## config.mk

```make
export PLATFORM = sky130hd
export DESIGN_NAME = absv_ctrl
export DESIGN_NICKNAME = d
export VERILOG_FILES = /design/src/rtl/acid_bass_synth_voice_assert.svh /design/src/rtl/absv_pkg.sv /design/src/rtl/absv_ctrl.sv
export SDC_FILE = /design/constraint.sdc
export NUM_CORES = 1
export LEC_CHECK = 0
export ABC_AREA = 1
export BUFFER_PORTS_ARGS = -buffer_cell sky130_fd_sc_hd__buf_2
export CORE_MARGIN = 3
export CORE_UTILIZATION = 52
export DETAILED_ROUTE_END_ITERATION = 7
export PLACE_DENSITY = 0.81
export RECOVER_POWER = 25
export SYNTH_ARGS = -nofsm -noshare
export SYNTH_HDL_FRONTEND = slang
export SYNTH_SLANG_ARGS = --single-unit
```

## constraint.sdc

```tcl
create_clock -name i_clk -period 2.8 [get_ports i_clk]
set_input_delay 0 -clock i_clk [delete_from_list [all_inputs] [get_ports i_clk]]
set_output_delay 0 -clock i_clk [all_outputs]
set_load 0.01 [all_outputs]
```

## src/rtl/acid_bass_synth_voice_assert.svh

```systemverilog
// Assertion macros for the bass voice.
`ifndef ACID_BASS_SYNTH_VOICE_ASSERT_SVH
`define ACID_BASS_SYNTH_VOICE_ASSERT_SVH

// Same-cycle implication, checked outside reset.
`define ABSV_ASSERT_IMP(label, ante, cons, msg) \
    label: assert property (@(posedge i_clk) disable iff (!i_rst_n) (ante) |-> (cons)) \
        else $error(msg);

// Next-cycle implication, checked outside reset.
`define ABSV_ASSERT_NEXT(label, ante, cons, msg) \
    label: assert property (@(posedge i_clk) disable iff (!i_rst_n) (ante) |=> (cons)) \
        else $error(msg);

`endif

```

## src/rtl/absv_pkg.sv

```systemverilog
// Shared types, constants and constant tables of the bass voice.
package absv_pkg;

    localparam int NUM_VOICES = 6;
    localparam int SINE_DEPTH = 256;
    localparam int TANH_DEPTH = 256;
    localparam int SINE_LOG   = $clog2(SINE_DEPTH);
    localparam int TANH_LOG   = $clog2(TANH_DEPTH);
    localparam int VIDX_W     = $clog2(NUM_VOICES);

    // field widths
    localparam int KIND_W   = 2;
    localparam int NOTE_W   = 23;
    localparam int AUDIO_W  = 24;
    localparam int CFG_IDX_W  = 3;
    localparam int CFG_DATA_W = 24;

    // datapath widths
    localparam int PH_W   = 24;
    localparam int INC_W  = 32;
    localparam int ENV_W  = 24;
    localparam int CUT_W  = 15;
    localparam int FQ_W   = 18;
    localparam int TAB_W  = 31;
    localparam int SUM_W  = $clog2(NUM_VOICES + 1) + 26;
    localparam int OSC_W  = 27;
    localparam int HP_W   = 32;
    localparam int LP_W   = 32;
    localparam int BP_W   = 26;
    localparam int BPN_W  = 33;
    localparam int X_W    = 35;
    localparam int FRAC_W = 26;
    localparam int A_W    = 33;
    localparam int B_W    = 34;
    localparam int P_W    = A_W + B_W;

    // item kinds
    localparam logic [KIND_W-1:0] KIND_TICK    = 2'd0;
    localparam logic [KIND_W-1:0] KIND_NOTE    = 2'd1;
    localparam logic [KIND_W-1:0] KIND_RELEASE = 2'd2;

    // register indexes
    localparam logic [CFG_IDX_W-1:0] CFG_CUTOFF_BASE = 3'd0;
    localparam logic [CFG_IDX_W-1:0] CFG_ENV_AMOUNT  = 3'd1;
    localparam logic [CFG_IDX_W-1:0] CFG_MIN_CUTOFF  = 3'd2;
    localparam logic [CFG_IDX_W-1:0] CFG_DAMPING     = 3'd3;
    localparam logic [CFG_IDX_W-1:0] CFG_DECAY_COEFF = 3'd4;
    localparam logic [CFG_IDX_W-1:0] CFG_OSC_MODE    = 3'd5;

    // oscillator modes
    localparam logic [1:0] OSC_SAW    = 2'd0;
    localparam logic [1:0] OSC_SQUARE = 2'd1;
    localparam logic [1:0] OSC_SUPER  = 2'd2;

    // operation sequence: one detune product per voice, then the rest
    localparam int OP_W = $clog2(NUM_VOICES + 11);
    localparam logic [OP_W-1:0] OP_DIV   = OP_W'(NUM_VOICES);
    localparam logic [OP_W-1:0] OP_GLIDE = OP_W'(NUM_VOICES + 1);
    localparam logic [OP_W-1:0] OP_DECAY = OP_W'(NUM_VOICES + 2);
    localparam logic [OP_W-1:0] OP_CUT   = OP_W'(NUM_VOICES + 3);
    localparam logic [OP_W-1:0] OP_SINE  = OP_W'(NUM_VOICES + 4);
    localparam logic [OP_W-1:0] OP_DAMP  = OP_W'(NUM_VOICES + 5);
    localparam logic [OP_W-1:0] OP_BP    = OP_W'(NUM_VOICES + 6);
    localparam logic [OP_W-1:0] OP_LP    = OP_W'(NUM_VOICES + 7);
    localparam logic [OP_W-1:0] OP_DRIVE = OP_W'(NUM_VOICES + 8);
    localparam logic [OP_W-1:0] OP_TANH  = OP_W'(NUM_VOICES + 9);
    localparam logic [OP_W-1:0] OP_GAIN  = OP_W'(NUM_VOICES + 10);
    localparam logic [OP_W-1:0] OP_LAST  = OP_GAIN;

    // fixed-point constants
    localparam logic [ENV_W-1:0] ENV_FLOOR  = 24'd419;
    localparam logic [ENV_W-1:0] ENV_ONE    = 24'd4194304;
    localparam logic [ENV_W-1:0] ENV_TWO    = 24'd8388608;
    localparam logic [CUT_W-1:0] MAX_CUTOFF = 15'd29491;
    localparam logic [15:0]      MIN_DAMP   = 16'd3932;
    localparam logic [22:0]      GLIDE_COEF = 23'd4294967;
    localparam logic [16:0]      DRIVE_COEF = 17'd85197;
    localparam logic [14:0]      GAIN_COEF  = 15'd19661;
    localparam logic [INC_W-1:0] INC_RESET  = 32'd10713070;
    localparam logic signed [LP_W-1:0] LP_LIMIT = 32'sd838860800;
    localparam logic signed [PH_W+1:0] SAW_ONE  = 26'sd16777216;
    localparam longint unsigned DIV_RECIP =
        ((64'd1 << 32) + NUM_VOICES - 2) / (NUM_VOICES - 1);
    localparam longint HALF_PI_Q30 = 64'd1686629713;
    localparam longint Q30_ONE     = 64'd1073741824;

    typedef struct packed {
        logic [CUT_W-1:0] cutoff_base;
        logic [15:0]      env_amount;
        logic [CUT_W-1:0] min_cutoff;
        logic [15:0]      damping;
        logic [23:0]      decay_coeff;
        logic [1:0]       osc_mode;
    } t_cfg;

    typedef struct packed {
        logic            tick_start;
        logic            note;
        logic            rel;
        logic            mul;
        logic            wb;
        logic [OP_W-1:0] op;
        logic            load_out;
        logic            out_zero;
    } t_cmd;

    typedef struct packed {
        logic silent;
    } t_stat;

    typedef logic [16:0]      t_detune [NUM_VOICES];
    typedef logic [PH_W-1:0]  t_phases [NUM_VOICES];
    typedef logic [TAB_W-1:0] t_sine_tab [SINE_DEPTH+1];
    typedef logic [TAB_W-1:0] t_tanh_tab [TANH_DEPTH+1];

    // restoring division, used only while the tables are built
    function automatic longint unsigned udiv64(input longint unsigned num,
                                               input longint unsigned den);
        longint unsigned quo;
        longint unsigned rem;
        quo = '0;
        rem = '0;
        for (int b = 63; b >= 0; b--) begin
            rem = {rem[62:0], num[b]};
            if (rem >= den) begin
                rem    = rem - den;
                quo[b] = 1'b1;
            end
        end
        return quo;
    endfunction

    function automatic t_detune build_detune();
        logic [16:0] base [6];
        t_detune     res;
        base = '{17'd64291, 17'd66781, 17'd64750, 17'd66322, 17'd65110, 17'd65962};
        for (int i = 0; i < NUM_VOICES; i++) res[i] = base[i % 6];
        return res;
    endfunction

    function automatic t_phases build_phase_reset();
        t_phases res;
        for (int i = 0; i < NUM_VOICES; i++)
            res[i] = PH_W'(((longint'(((i + 1) * 137) % 1000)) << 24) / 1000);
        return res;
    endfunction

    function automatic t_sine_tab build_sine();
        t_sine_tab         tab;
        longint unsigned   x;
        longint unsigned   x2;
        longint unsigned   term;
        longint            sum;
        for (int k = 0; k <= SINE_DEPTH; k++) begin
            x    = longint'(k) * HALF_PI_Q30 / SINE_DEPTH;
            x2   = (x * x) >> 30;
            term = x;
            sum  = longint'(x);
            for (int n = 1; n <= 5; n++) begin
                term = udiv64((term * x2) >> 30, 64'((2 * n) * (2 * n + 1)));
                if (n % 2 == 1) sum = sum - longint'(term);
                else sum = sum + longint'(term);
            end
            if (sum < 0) sum = 0;
            if (sum > Q30_ONE) sum = Q30_ONE;
            tab[k] = TAB_W'(sum);
        end
        return tab;
    endfunction

    function automatic t_tanh_tab build_tanh();
        t_tanh_tab       tab;
        longint          h;
        longint          h2;
        longint          h3;
        longint          h5;
        longint          h7;
        longint          th;
        longint          t;
        longint unsigned num;
        longint unsigned den;
        h  = longint'((64'd4 << 30) / TANH_DEPTH);
        h2 = (h * h) >> 30;
        h3 = (h2 * h) >> 30;
        h5 = (h3 * h2) >> 30;
        h7 = (h5 * h2) >> 30;
        th = h - h3 / 3 + (2 * h5) / 15 - (17 * h7) / 315;
        tab[0] = '0;
        for (int k = 0; k < TANH_DEPTH; k++) begin
            t   = longint'(tab[k]);
            num = longint'(t + th) << 30;
            den = Q30_ONE + ((t * th) >> 30);
            tab[k+1] = TAB_W'(udiv64(num, den));
        end
        return tab;
    endfunction

    localparam t_detune   DETUNE_TAB  = build_detune();
    localparam t_phases   PHASE_RESET = build_phase_reset();
    localparam t_sine_tab SINE_TAB    = build_sine();
    localparam t_tanh_tab TANH_TAB    = build_tanh();

    // saw value of a phase: 2*phase - 1 in Q24
    function automatic logic signed [PH_W+1:0] saw_of(input logic [PH_W-1:0] ph);
        return $signed({1'b0, ph, 1'b0}) - SAW_ONE;
    endfunction

endpackage

```

## src/rtl/absv_ctrl.sv

```systemverilog
// Sequencer of the bass voice: item decode, multiply/writeback steps, output handshake.
module absv_ctrl import absv_pkg::*; (
    input  logic              i_clk,
    input  logic              i_rst_n,
    input  logic              i_in_valid,
    input  logic [KIND_W-1:0] i_kind,
    input  logic              i_out_ready,
    input  t_stat             i_stat,
    output logic              o_in_ready,
    output logic              o_out_valid,
    output t_cmd              o_cmd
);

    typedef enum logic [3:0] {
        S_IDLE = 4'b0001,
        S_MUL  = 4'b0010,
        S_WB   = 4'b0100,
        S_DONE = 4'b1000
    } t_state;

    t_state          r_state, n_state;
    logic [OP_W-1:0] r_op, n_op;
    logic            r_zero, n_zero;
    logic            r_ovalid, n_ovalid;
    logic            accept;

    assign o_in_ready  = (r_state == S_IDLE);
    assign o_out_valid = r_ovalid;
    assign accept      = i_in_valid && o_in_ready;

    always_comb begin
        n_state  = r_state;
        n_op     = r_op;
        n_zero   = r_zero;
        n_ovalid = r_ovalid && !i_out_ready;
        o_cmd    = '0;
        o_cmd.op = r_op;
        o_cmd.out_zero = r_zero;
        case (r_state)
            S_IDLE: begin
                if (accept) begin
                    if (i_kind == KIND_TICK) begin
                        n_op = '0;
                        if (i_stat.silent) begin
                            n_zero  = 1'b1;
                            n_state = S_DONE;
                        end else begin
                            n_zero = 1'b0;
                            o_cmd.tick_start = 1'b1;
                            n_state = S_MUL;
                        end
                    end else if (i_kind == KIND_NOTE) begin
                        o_cmd.note = 1'b1;
                    end else if (i_kind == KIND_RELEASE) begin
                        o_cmd.rel = 1'b1;
                    end
                end
            end
            S_MUL: begin
                o_cmd.mul = 1'b1;
                n_state   = S_WB;
            end
            S_WB: begin
                o_cmd.wb = 1'b1;
                if (r_op == OP_LAST) begin
                    n_state = S_DONE;
                end else begin
                    n_op    = r_op + 1'b1;
                    n_state = S_MUL;
                end
            end
            S_DONE: begin
                if (!r_ovalid || i_out_ready) begin
                    o_cmd.load_out = 1'b1;
                    n_ovalid = 1'b1;
                    n_state  = S_IDLE;
                end
            end
            default: n_state = S_IDLE;
        endcase
    end

    always_ff @(posedge i_clk) begin
        if (!i_rst_n) begin
            r_state  <= S_IDLE;
            r_op     <= '0;
            r_zero   <= 1'b0;
            r_ovalid <= 1'b0;
        end else begin
            r_state  <= n_state;
            r_op     <= n_op;
            r_zero   <= n_zero;
            r_ovalid <= n_ovalid;
        end
    end

endmodule

```

Yosys cells after proc, flatten, opt, wreduce, memory -nomap -nowiden
Index checks and enable logic that the tools add are counted.
Storage, ports and cells
  flip-flop bits (word level): 11
  input port bits: 7
  output and inout bits: 14
  logic and storage cells: 51
Cells by class
  $add $sub $neg: 1
  equality and inequality tests: 11
  multiplexer cells: 25
  reductions and logical operators: 10
Operator list (count)
  2-to-1 mux 4 bit: 5
  case mux 4 bit (4 select lines): 1
  2-to-1 mux 5 bit: 3
  2-to-1 mux 1 bit: 12
  case mux 5 bit (2 select lines): 1
  2-to-1 mux 3 bit: 2
  AND reduction 3 bit: 2
  adder 5 x 1 -> 5 bit, second input constant: 1
  == test 5 bit, second input constant: 1
  == test 4 x 1 -> 1 bit, second input constant: 1
  == test 4 x 2 -> 1 bit, second input constant: 1
  == test 4 x 3 -> 1 bit, second input constant: 1
  == test 4 bit, second input constant: 1
  inequality test 2 x 1 -> 1 bit, second input constant: 2
  inequality test 2 bit, second input constant: 2
  AND reduction 4 bit: 1
  == test 2 x 1 -> 1 bit, second input constant: 1
  == test 2 bit, second input constant: 1
  logical AND 1 bit: 2
  zero test 1 bit: 2
  zero test 2 bit: 1
  2-to-1 mux 2 bit: 1
  nonzero test 2 bit: 1
  logical OR 1 bit: 1

Logic depth before layout (Yosys ltp)
Gate-level depths: netlist (run 1).
  depth in word-level cells: 6
  mapped depth: 9
  mapped depth without buffers: 9

Worst setup path after synthesis (run 1)
No wires, ideal clock.
  path kind: register to register
  from: reg r_op[0]
  to: reg r_op[4]
  library setup time: 0.113 ns
  arrival time: 1.141 ns
  data required time: 2.687 ns
  setup slack: 1.546 ns
  cell stages (with the launch flop): 9
  buffers on the path: 0
  clock period less this slack: 1.254 ns
  cells stage by stage: dfxtp_1 inv_1 ha_1 nand2_1 nor2_1 nand2_2 nand3_4 nor2_1 nor2_1
Between the ends
  cells in the longest elaborated chain, start to end: 3
  elaborated cells between the ends (all ways): 6
  classes of those cells: add/sub (1); eq/ne (2); mux (2); reduce/logical (1)
RTL lines
  start: declaration: line absv_ctrl.sv:22  | logic [OP_W-1:0] r_op, n_op;
  start signal: assignment: line absv_ctrl.sv:91  | r_op <= n_op;
  adder 5 x 1 -> 5 bit or == test 5 bit (tied branches): line absv_ctrl.sv:68, absv_ctrl.sv:65
  2-to-1 mux 5 bit or inequality test 2 bit (tied branches)
  case mux 5 bit (2 select lines) or AND reduction 4 bit (tied branches)
Parallel ways exist; a longest one is shown, timed or not. The select of a mux whose other input is x is not followed.
A chain may end at the register's enable or synchronous reset.

==> results.py, run 1 <==
metrics = {
    "run_status": {
        "status": "finished, final reports clean",
    },
    "logic_synthesis": {
        "synthesis.instances": 100,
        "netlist_area_sq_um": 689.4,
        "synth_seq_cells": 11,
        "yosysSeqAreaShare_pct": 31.94,
        "syn_nets": 109,
        "avgSynthCellArea_sq_um": 6.894,
        "yosys_warnings": 0,
        "synth.distinct_cells": 22,
    },
    "floorplan": {
        "die_h_um": 42.41,
        "pin_count": 21,
        "initial_core_util_pct": 58.87,
        "core_sq_um": 1171,
        "die_w_um": 42.41,
        "rows": 12,
        "dieArea_sq_um": 1799,
    },
    "setup_path": {
        "worst_setup_path_start_kind": "flip-flop",
        "r2r_slack_ps": 1450,
        "end_kind": "primary output",
        "required_ps": 2800,
        "criticalPathCategory": "flip-flop to primary output",
        "crit_arrival_ps": 1350,
        "crit_fanout": 5,
        "r2r-start": "r_op[0]$_SDFFE_PN0P_",
        "crit_start": "r_state[0]$_SDFFE_PN1P_",
        "crit_path_end": "o_cmd[9]",
        "rr_endpoint": "r_op[2]$_SDFFE_PN0P_",
        "reg2regPathDepth": 8,
    },
    "job": {
        "maxCapViolations": 0,
    },
    "clocking": {
        "ctsHtreeMaxLevel": 1,
        "cts_root_buf": "clkbuf_4",
        "clk_latency_ps": 280,
        "cts-buffers-inserted": 3,
        "cts_tree": "done",
        "path_clk_slew_ps": 70,
        "clock_path_buffers": 2,
        "post-cts-setup-buffers": 0,
        "cts.sinks": 11,
    },
    "global_routing": {
        "grt_overflow": 0,
        "grt_usage_pct": 19.09,
        "grt_pass1_vias": 638,
        "grt_pass1_wl_um": 2670,
        "grt_max_degree": 9,
        "antenna_found_initial": 0,
    },
    "power_and_ir_drop": {
        "finalPower_uw": 474.4,
        "power_density_nw_per_um2": 571.9,
        "irDropWorstVdd_mv": 0.4563,
        "leakage_uw": 0.0003894,
    },
    "layout": {
        "final_area_sq_um": 829.5,
        "final_layout_size_suffix_gt1_share_pct": 25.81,
        "final_common_cell": "nand2_1",
        "final_cells": 138,
        "syn2layout_area_growth_pct": 20.33,
        "n_fill_cell": 108,
        "antenna_cells": 0,
        "final_nets": 134,
        "final_cell_mix": "nand2_1, nor2_1, buf_2",
    },
    "detailed_routing": {
        "detail_route.wirelength_um": 1521,
        "drtPass1Iterations": 4,
        "ant_nets": 0,
        "wire_per_inst_um": 11.02,
        "drc_errors": 0,
        "drt_iter0_drc": 10,
        "vias": 707,
        "via_per_inst": 5.123,
    },
    "timing": {
        "final-max-slew-violation-count": 0,
        "fmax_mhz": 740.1,
        "timing.final.crit_share_pct": 48.26,
        "setup_tns_ps": 0,
        "rsz0062_at_grt": "false",
        "setup_slack_ps": 1449,
        "finalCriticalPeriod_ps": 1351,
        "fin_skew_ps": 5.485,
        "setup_viol": 0,
        "worstMarginPinSlew_ps": 256.6,
        "slew_headroom_pct": 82.87,
        "finalHoldViolCount": 0,
    },
    "placement": {
        "place_area_sq_um": 799.5,
        "place_hpwl_um": 1148,
        "placed_cells": 133,
        "place_worst_setup_slack_ps": 1489,
        "io_buffers": 20,
        "gp_congestion": 0.8601,
    },
    "hold_path": {
        "hold_class": "input port to flip-flop",
    },
}
[kinds of logic (layout without fill, tap and decap cells)]
logic type	count (synthesis)	after routing	share of synthesized area, %
AND/OR/NAND/NOR	61	61	47.01
XOR/XNOR	1	1	1.271
adder cells (fa/ha/maj)	2	2	3.629
flip-flops	11	11	31.94
AO/OA/AOI/OAI	10	10	7.441
buffers and inverters	15	39	8.712
[layout make-up]
class	instances	area [sq um]	area share [%]
timing repair buffer	21	103.9	12.52
clock buffer	4	26.28	3.167
sequential	11	220.2	26.55
tap	14	17.52	2.112
multi-input combinational	74	409.1	49.32
inverter	14	52.55	6.335
[worst min-delay path by stage]
| stage | start | endpoint | slack (ps) | cells past startpoint |
|---|---|---|---|---|
| final | i_out_ready | o_out_valid$_SDFF_PN0_ | 7 | 4 |
| after global routing | i_out_ready | o_out_valid$_SDFF_PN0_ | 30 | 4 |
| after CTS | i_out_ready | o_out_valid$_SDFF_PN0_ | 7 | 4 |
| after detailed placement | i_rst_n | r_state[0]$_SDFFE_PN1P_ | 250 | 2 |
| after global placement | i_rst_n | r_state[0]$_SDFFE_PN1P_ | 250 | 2 |
| after floorplan | i_kind[0] | o_cmd[9] | 50 | 1 |
[metal layers]
layer	vias to the layer above	track usage, %	routed length (um)
li1	371	-	-
met1	301	27.51	729
met2	30	27.05	642
met3	5	2.575	112
met4	0	9.938	36
met5	-	0	0
[where the power goes]
group          internal (uW)  leakage (uW)  switching [uW]
Sequential               169     0.0000893            13.6
Clock                   55.3     0.0000150            55.4
Combinational           66.5      0.000285             114
Total                    291      0.000389             183
[per-stage QoR]
| step | hold WS, ps | util [%] |
|---|---|---|
| after floorplan | 50.69 | - |
| after global placement | 247.9 | 68.27 |
| after detailed placement | 246.5 | 68.27 |
| after CTS | 6.738 | 71.37 |
| after global routing | 32.03 | 70.83 |
| final | 7.357 | 70.83 |
[critical path: stages, from the launching register on]
cell     delay [ps]
dfxtp_1         400
nand2_2         110
nor2_8          150
nand2_1          90
nor3_1          150
buf_2           160
[synthesized netlist by cell type, drive strengths merged]
master | n | share of area [%]
nor3 | 4 | 2.9
nor2 | 18 | 14
inv | 14 | 7.6
nor4 | 1 | 0.91
a21oi | 8 | 5.8
dfxtp | 11 | 32
o21ai | 1 | 0.73
o22ai | 1 | 0.91
nand4 | 4 | 3.6
buf | 1 | 1.1
nand2 | 27 | 18
xor2 | 1 | 1.3
ha | 2 | 3.6
nand3 | 7 | 7.6
[flip-flops by register name, indices dropped and copies added, names as in the netlist]
register / count
r_op: 5
r_state: 4
o_out_valid: 1
r_zero: 1
[repair_timing]
action                                  4_1_cts  5_1_grt
hold endpoints to repair                      2        0
resized for setup                             0        0
endpoints found under the setup margin        0        0
hold buffers                                  1        0
(Power assumes the default switching activity.)
==> run 2: changes to the inputs <==
--- a/config.mk
+++ b/config.mk
@@ -8,9 +8,9 @@
 export ABC_AREA = 1
 export BUFFER_PORTS_ARGS = -buffer_cell sky130_fd_sc_hd__buf_2
 export CORE_MARGIN = 3
-export CORE_UTILIZATION = 52
+export CORE_UTILIZATION = 48
 export DETAILED_ROUTE_END_ITERATION = 7
-export PLACE_DENSITY = 0.81
+export PLACE_DENSITY = 0.75
 export RECOVER_POWER = 25
 export SYNTH_ARGS = -nofsm -noshare
 export SYNTH_HDL_FRONTEND = slang
==> constraint.sdc (replaced) <==
create_clock -name i_clk -period 1.4 [get_ports i_clk]
set_input_delay 0 -clock i_clk [delete_from_list [all_inputs] [get_ports i_clk]]
set_output_delay 0 -clock i_clk [all_outputs]
set_load 0.01 [all_outputs]
==> run 2 against run 1 <==
  * Non-clock buffer count unchanged
  * Sequential power increased by 100%
  * Core utilization decreased by 6.3 points
  * Critical endpoint unchanged
  * Largest cell class unchanged
  * Largest power group unchanged
==> results.py, run 2 (synthesis results as in run 1) <==
metrics = {
    "layout": {
        "final_common_cell": "nand2_1",
        "final_cells": 139,
        "final_cell_mix": "nand2_1, buf_2, nor2_1",
        "top_register": "r_op",
        "final_layout_size_suffix_gt1_share_pct": 32.26,
        "largest_reg_flops": 5,
        "final_core_util_pct": 64.58,
        "final_nets": 134,
        "antenna_cells": 0,
        "largest_registers": "r_op: 5 flops, r_state: 4 flops",
        "syn2layout_area_growth_pct": 23.41,
    },
    "clocking": {
        "cts.sinks": 11,
        "cts_root_buf": "clkbuf_4",
        "post-cts-setup-buffers": 0,
        "ctsHtreeMaxLevel": 1,
        "cts-buffers-inserted": 3,
        "cts_tree": "done",
        "clock_path_buffers": 2,
        "path_clk_slew_ps": 70,
        "clk_latency_ps": 270,
    },
    "timing": {
        "final-max-slew-violation-count": 0,
        "rsz0062_at_grt": "false",
        "finalCriticalPeriod_ps": 1304,
        "slew_headroom_pct": 80.76,
        "fmax_mhz": 767.0,
        "worstMarginPinSlew_ps": 286.4,
        "timing.final.crit_share_pct": 93.12,
        "finalHoldViolCount": 0,
        "fin_skew_ps": 2.161,
        "setup_tns_ps": 0,
        "setup_viol": 0,
    },
    "placement": {
        "io_buffers": 20,
        "placed_cells": 134,
        "place_hpwl_um": 1184,
        "gp_congestion": 0.8572,
    },
    "setup_path": {
        "criticalPathCategory": "flip-flop to primary output",
        "crit_top_cell": "nand2_2",
        "crit_fanout": 5,
        "cp_slowest_stage_delay_ps": 340,
        "crit_arrival_ps": 1300,
        "worst_setup_path_start_kind": "flip-flop",
        "crit_chain": "inv_2 -> nand2_2 -> nor2_8 -> nand2_2 -> nor3_1 -> buf_2",
        "end_kind": "primary output",
        "required_ps": 1400,
        "cp_slowest_cell": "dfxtp_1",
    },
    "job": {
        "maxCapViolations": 0,
    },
    "detailed_routing": {
        "vias": 723,
        "drt_iter0_drc": 20,
        "ant_nets": 0,
        "via_per_inst": 5.201,
        "detail_route.wirelength_um": 1504,
        "wire_per_inst_um": 10.82,
        "drtPass1Iterations": 4,
        "drc_errors": 0,
    },
    "floorplan": {
        "core_sq_um": 1318,
        "pin_count": 21,
        "die_w_um": 43.90,
        "rows": 13,
        "die_h_um": 43.90,
        "dieArea_sq_um": 1927,
        "initial_core_util_pct": 52.33,
    },
    "run_status": {
        "status": "finished, final reports clean",
    },
    "global_routing": {
        "grt_overflow": 0,
        "grt_usage_pct": 17.28,
        "grt_pass1_wl_um": 2442,
        "grt_max_degree": 9,
        "grt_pass1_vias": 572,
        "antenna_found_initial": 0,
    },
    "hold_path": {
        "hold_class": "input port to flip-flop",
    },
    "power_and_ir_drop": {
        "finalPower_uw": 955.8,
        "power_density_nw_per_um2": 1123,
        "leakage_uw": 0.0003963,
        "irDropWorstVdd_mv": 0.6151,
    },
}
==> run 2: cell types whose count changed in the layout (fill, tap and decap cells not counted), sizes merged <==
cell | previous run | this run
buf | 15 | 16
clkbuf | 9 | 8
==> run 2: final timing paths <==
| kind | end | startpoint | slack [ps] | cells after the start |
|---|---|---|---|---|
| max | o_cmd[9] | r_state[3]$_SDFFE_PN0P_ | 100 | 6 |
| min | r_zero$_SDFFE_PN0P_ | i_stat | 20 | 3 |
| max reg2reg | r_op[4]$_SDFFE_PN0P_ | r_op[0]$_SDFFE_PN0P_ | 160 | 8 |
| min reg2reg | r_state[2]$_SDFFE_PN0P_ | r_state[0]$_SDFFE_PN1P_ | 480 | 1 |
==> run 2: layer usage <==
layer / routed length [um] / GRT usage (%) / vias to the layer above
li1: - / - / 370
met1: 702 / 23.00 / 322
met2: 661 / 25.87 / 27
met3: 108 / 3.734 / 4
met4: 30 / 9.036 / 0
met5: 0 / 0 / -
==> run 2: timing repair <==
item,4_1_cts,5_1_grt
setup endpoints to repair,0,8
hold endpoints to repair,3,0
hold buffers,1,0
gates resized for setup,0,7
==> run 2: area by class of cell <==
type	instances	area, sq um
Sequential cell	11	224.0
Fill cell	115	466.7
Clock buffer	4	26.28
Tap cell	15	18.77
Inverter	14	52.55
Timing Repair Buffer	21	105.1
Multi-Input combinational cell	74	424.2
==> run 2: worst max-delay path, delay by kind of cell, from the launching register on <==
family	cells	cell delay, ps
flops	1	340
simple gates	4	470
buf+inv	2	220
==> run 2: report_power, final <==
part | leakage [uW] | switching [uW] | internal [uW]
registers | 0.0000900 | 27.8 | 340
logic | 0.000291 | 236 | 133
clock network | 0.0000150 | 109 | 110
total | 0.000396 | 373 | 583
==> run 2: per-stage QoR <==
stage | hold slack (ps) | setup slack (ps) | instance area, sq um
floorplan | 50.69 | 146.1 | 689.4
global placement | 244.0 | 143.7 | 800.8
detailed placement | 244.1 | 102.9 | 800.8
CTS | 7.661 | 70.15 | 837.1
global route | 23.95 | 24.87 | 850.8
finish | 17.40 | 96.30 | 850.8
==> run 3: changes to the inputs <==
==> constraint.sdc (replaced) <==
create_clock -name i_clk -period 1.4 [get_ports i_clk]
set_input_delay 0.28 -clock i_clk [delete_from_list [all_inputs] [get_ports i_clk]]
set_output_delay 0.28 -clock i_clk [all_outputs]
set_load 0.01 [all_outputs]
==> run 3 against run 2 <==
  * The flow now finishes with violations (setup timing)
  * Non-clock buffer count grew 10
  * Clock skew increased by 0.98 ps
  * Via count up 5.1%
  * Final cell count increased by 7.2%
  * Register-to-register slack worse by 100 ps
  * Setup slack worse by 190 ps
  * Design area increased by 19%
  * Largest cell class unchanged
  * Fmax decreased by 13%
  * Sequential share of layout area down 3.3 points
  * Critical path type unchanged
==> results.py, run 3 (synthesis results as in run 1) <==
metrics = {
    "timing": {
        "rsz0062_at_grt": "true",
        "fin_skew_ps": 3.140,
        "timing.final.crit_share_pct": 106.6,
        "slew_headroom_pct": 81.73,
        "final-max-slew-violation-count": 0,
        "worst_hold_slack_ps": 250.4,
        "worstMarginPinSlew_ps": 273.7,
        "setup_slack_ps": -92.81,
        "finalCriticalPeriod_ps": 1493,
        "setup_tns_ps": -372.1,
        "setup_viol": 6,
        "finalHoldViolCount": 0,
        "fmax_mhz": 669.9,
    },
    "power_and_ir_drop": {
        "internal_power_uw": 643.4,
        "p_comb_share_pct": 43.6,
        "clockPowerShare_pct": 20.6,
        "switchingPower_uw": 417.5,
        "p_seq_share_pct": 35.7,
        "leakage_uw": 0.0004903,
        "irDropWorstVdd_mv": 0.6598,
        "swShare_pct": 39.35,
        "power_density_nw_per_um2": 1048,
    },
    "setup_path": {
        "criticalPathCategory": "flip-flop to primary output",
        "reg2regPathDepth": 10,
        "critPathTopFamily": "flip-flops",
        "cp_slowest_cell": "dfxtp_4",
        "end_kind": "primary output",
        "crit_fanout": 4,
        "crit_top_cell": "nand2_4",
        "crit_arrival_ps": 1210,
        "timing.critical_path.buf_inv": 2,
        "worst_setup_path_start_kind": "flip-flop",
        "cp_slowest_stage_delay_ps": 370,
        "required_ps": 1120,
        "crit_chain": "inv_4 -> nand2_4 -> nor2_8 -> nand2_4 -> nor3_1 -> buf_2",
        "cp_num_cells": 6,
    },
    "global_routing": {
        "grt_pass1_vias": 664,
        "grt_pass1_wl_um": 2829,
        "grt_max_degree": 9,
        "grt_overflow": 0,
        "antenna_found_initial": 0,
        "grt_usage_pct": 19.98,
    },
    "detailed_routing": {
        "drt_iter0_drc": 20,
        "detail_route.wirelength_um": 1626,
        "via_per_inst": 5.101,
        "wire_per_inst_um": 10.91,
        "ant_nets": 0,
        "drc_errors": 0,
        "vias": 760,
        "drtPass1Iterations": 4,
    },
    "clocking": {
        "postCtsHoldBufs": 0,
        "clk_latency_ps": 270,
        "cts.sinks": 11,
        "ctsHtreeMaxLevel": 1,
        "cts_root_buf": "clkbuf_4",
        "clock_path_buffers": 2,
        "path_clk_slew_ps": 70,
        "cts-buffers-inserted": 3,
        "cts_tree": "done",
    },
    "layout": {
        "final_core_util_pct": 76.83,
        "final_nets": 144,
        "final_common_cell": "buf_2",
        "largest_reg_flops": 5,
        "largest_registers": "r_op: 5 flops, r_state: 4 flops",
        "syn2layout_area_growth_pct": 46.82,
        "antenna_cells": 0,
        "final_area_sq_um": 1012,
        "final_cell_mix": "buf_2, nand2_1, nor2_1",
        "top_register": "r_op",
        "final_layout_size_suffix_gt1_share_pct": 48.51,
    },
    "floorplan": {
        "core_sq_um": 1318,
        "initial_core_util_pct": 52.33,
        "die_w_um": 43.90,
        "die_h_um": 43.90,
        "rows": 13,
        "pin_count": 21,
        "dieArea_sq_um": 1927,
    },
    "run_status": {
        "violations": "setup timing",
        "status": "finished, violations left",
    },
    "job": {
        "maxCapViolations": 0,
    },
    "placement": {
        "place_area_sq_um": 815.8,
        "io_buffers": 20,
        "gp_congestion": 0.8088,
        "place_hpwl_um": 1169,
    },
    "hold_path": {
        "hold_class": "input port to flip-flop",
        "holdPathStages": 2,
    },
}
==> run 3: repair_timing <==
action,in CTS,in global routing
buffers inserted,3,6
resized for setup,11,19
pin swaps,2,5
setup endpoints to repair,5,9
==> run 3: power by group through the flow <==
stage / clock network (uW) / logic [uW] / registers, uW
2_1_floorplan: 0 / 280 / 373
3_3_place_gp: 0 / 355 / 373
3_5_place_dp: 0 / 361 / 372
4_1_cts: 226 / 395 / 369
5_1_grt: 250 / 511 / 385
6_report: 219 / 463 / 379
==> run 3: path summary, 6_finish.rpt <==
| path | startpoint | endpoint | slack (ps) |
|---|---|---|---|
| max reg2reg | r_state[3]$_SDFFE_PN0P_ | r_op[4]$_SDFFE_PN0P_ | 60 |
| min | i_rst_n | r_state[0]$_SDFFE_PN1P_ | 250 |
| min reg2reg | r_state[0]$_SDFFE_PN1P_ | r_state[2]$_SDFFE_PN0P_ | 470 |
| max | r_state[3]$_SDFFE_PN0P_ | o_cmd[9] | -90 |
==> run 3: metrics by stage <==
step                instances  setup WS [ps]  power (uW)
floorplan                 100          141.4       653.3
CTS                       143         -93.76       989.6
global placement          136          111.4       727.6
detailed placement        136          91.84       733.1
finish                    149         -92.81        1061
global route              149         -171.1        1147
==> run 3: cell type report <==
class,instances,area [sq um]
fill,91,305.3
clock buffer,4,26.28
tap,15,18.77
inverter,14,57.56
multi-input combinational,74,484.2
sequential,11,232.7
timing repair buffer,31,192.7
==> run 3: per-layer routing <==
layer	wire [um]	share of wire (%)	up-vias	track usage, %
li1	-	-	397	-
met1	783	48	336	27.00
met2	712	44	22	28.78
met3	88	5.4	5	4.979
met4	41	2.5	0	10.84
met5	0	0	-	0
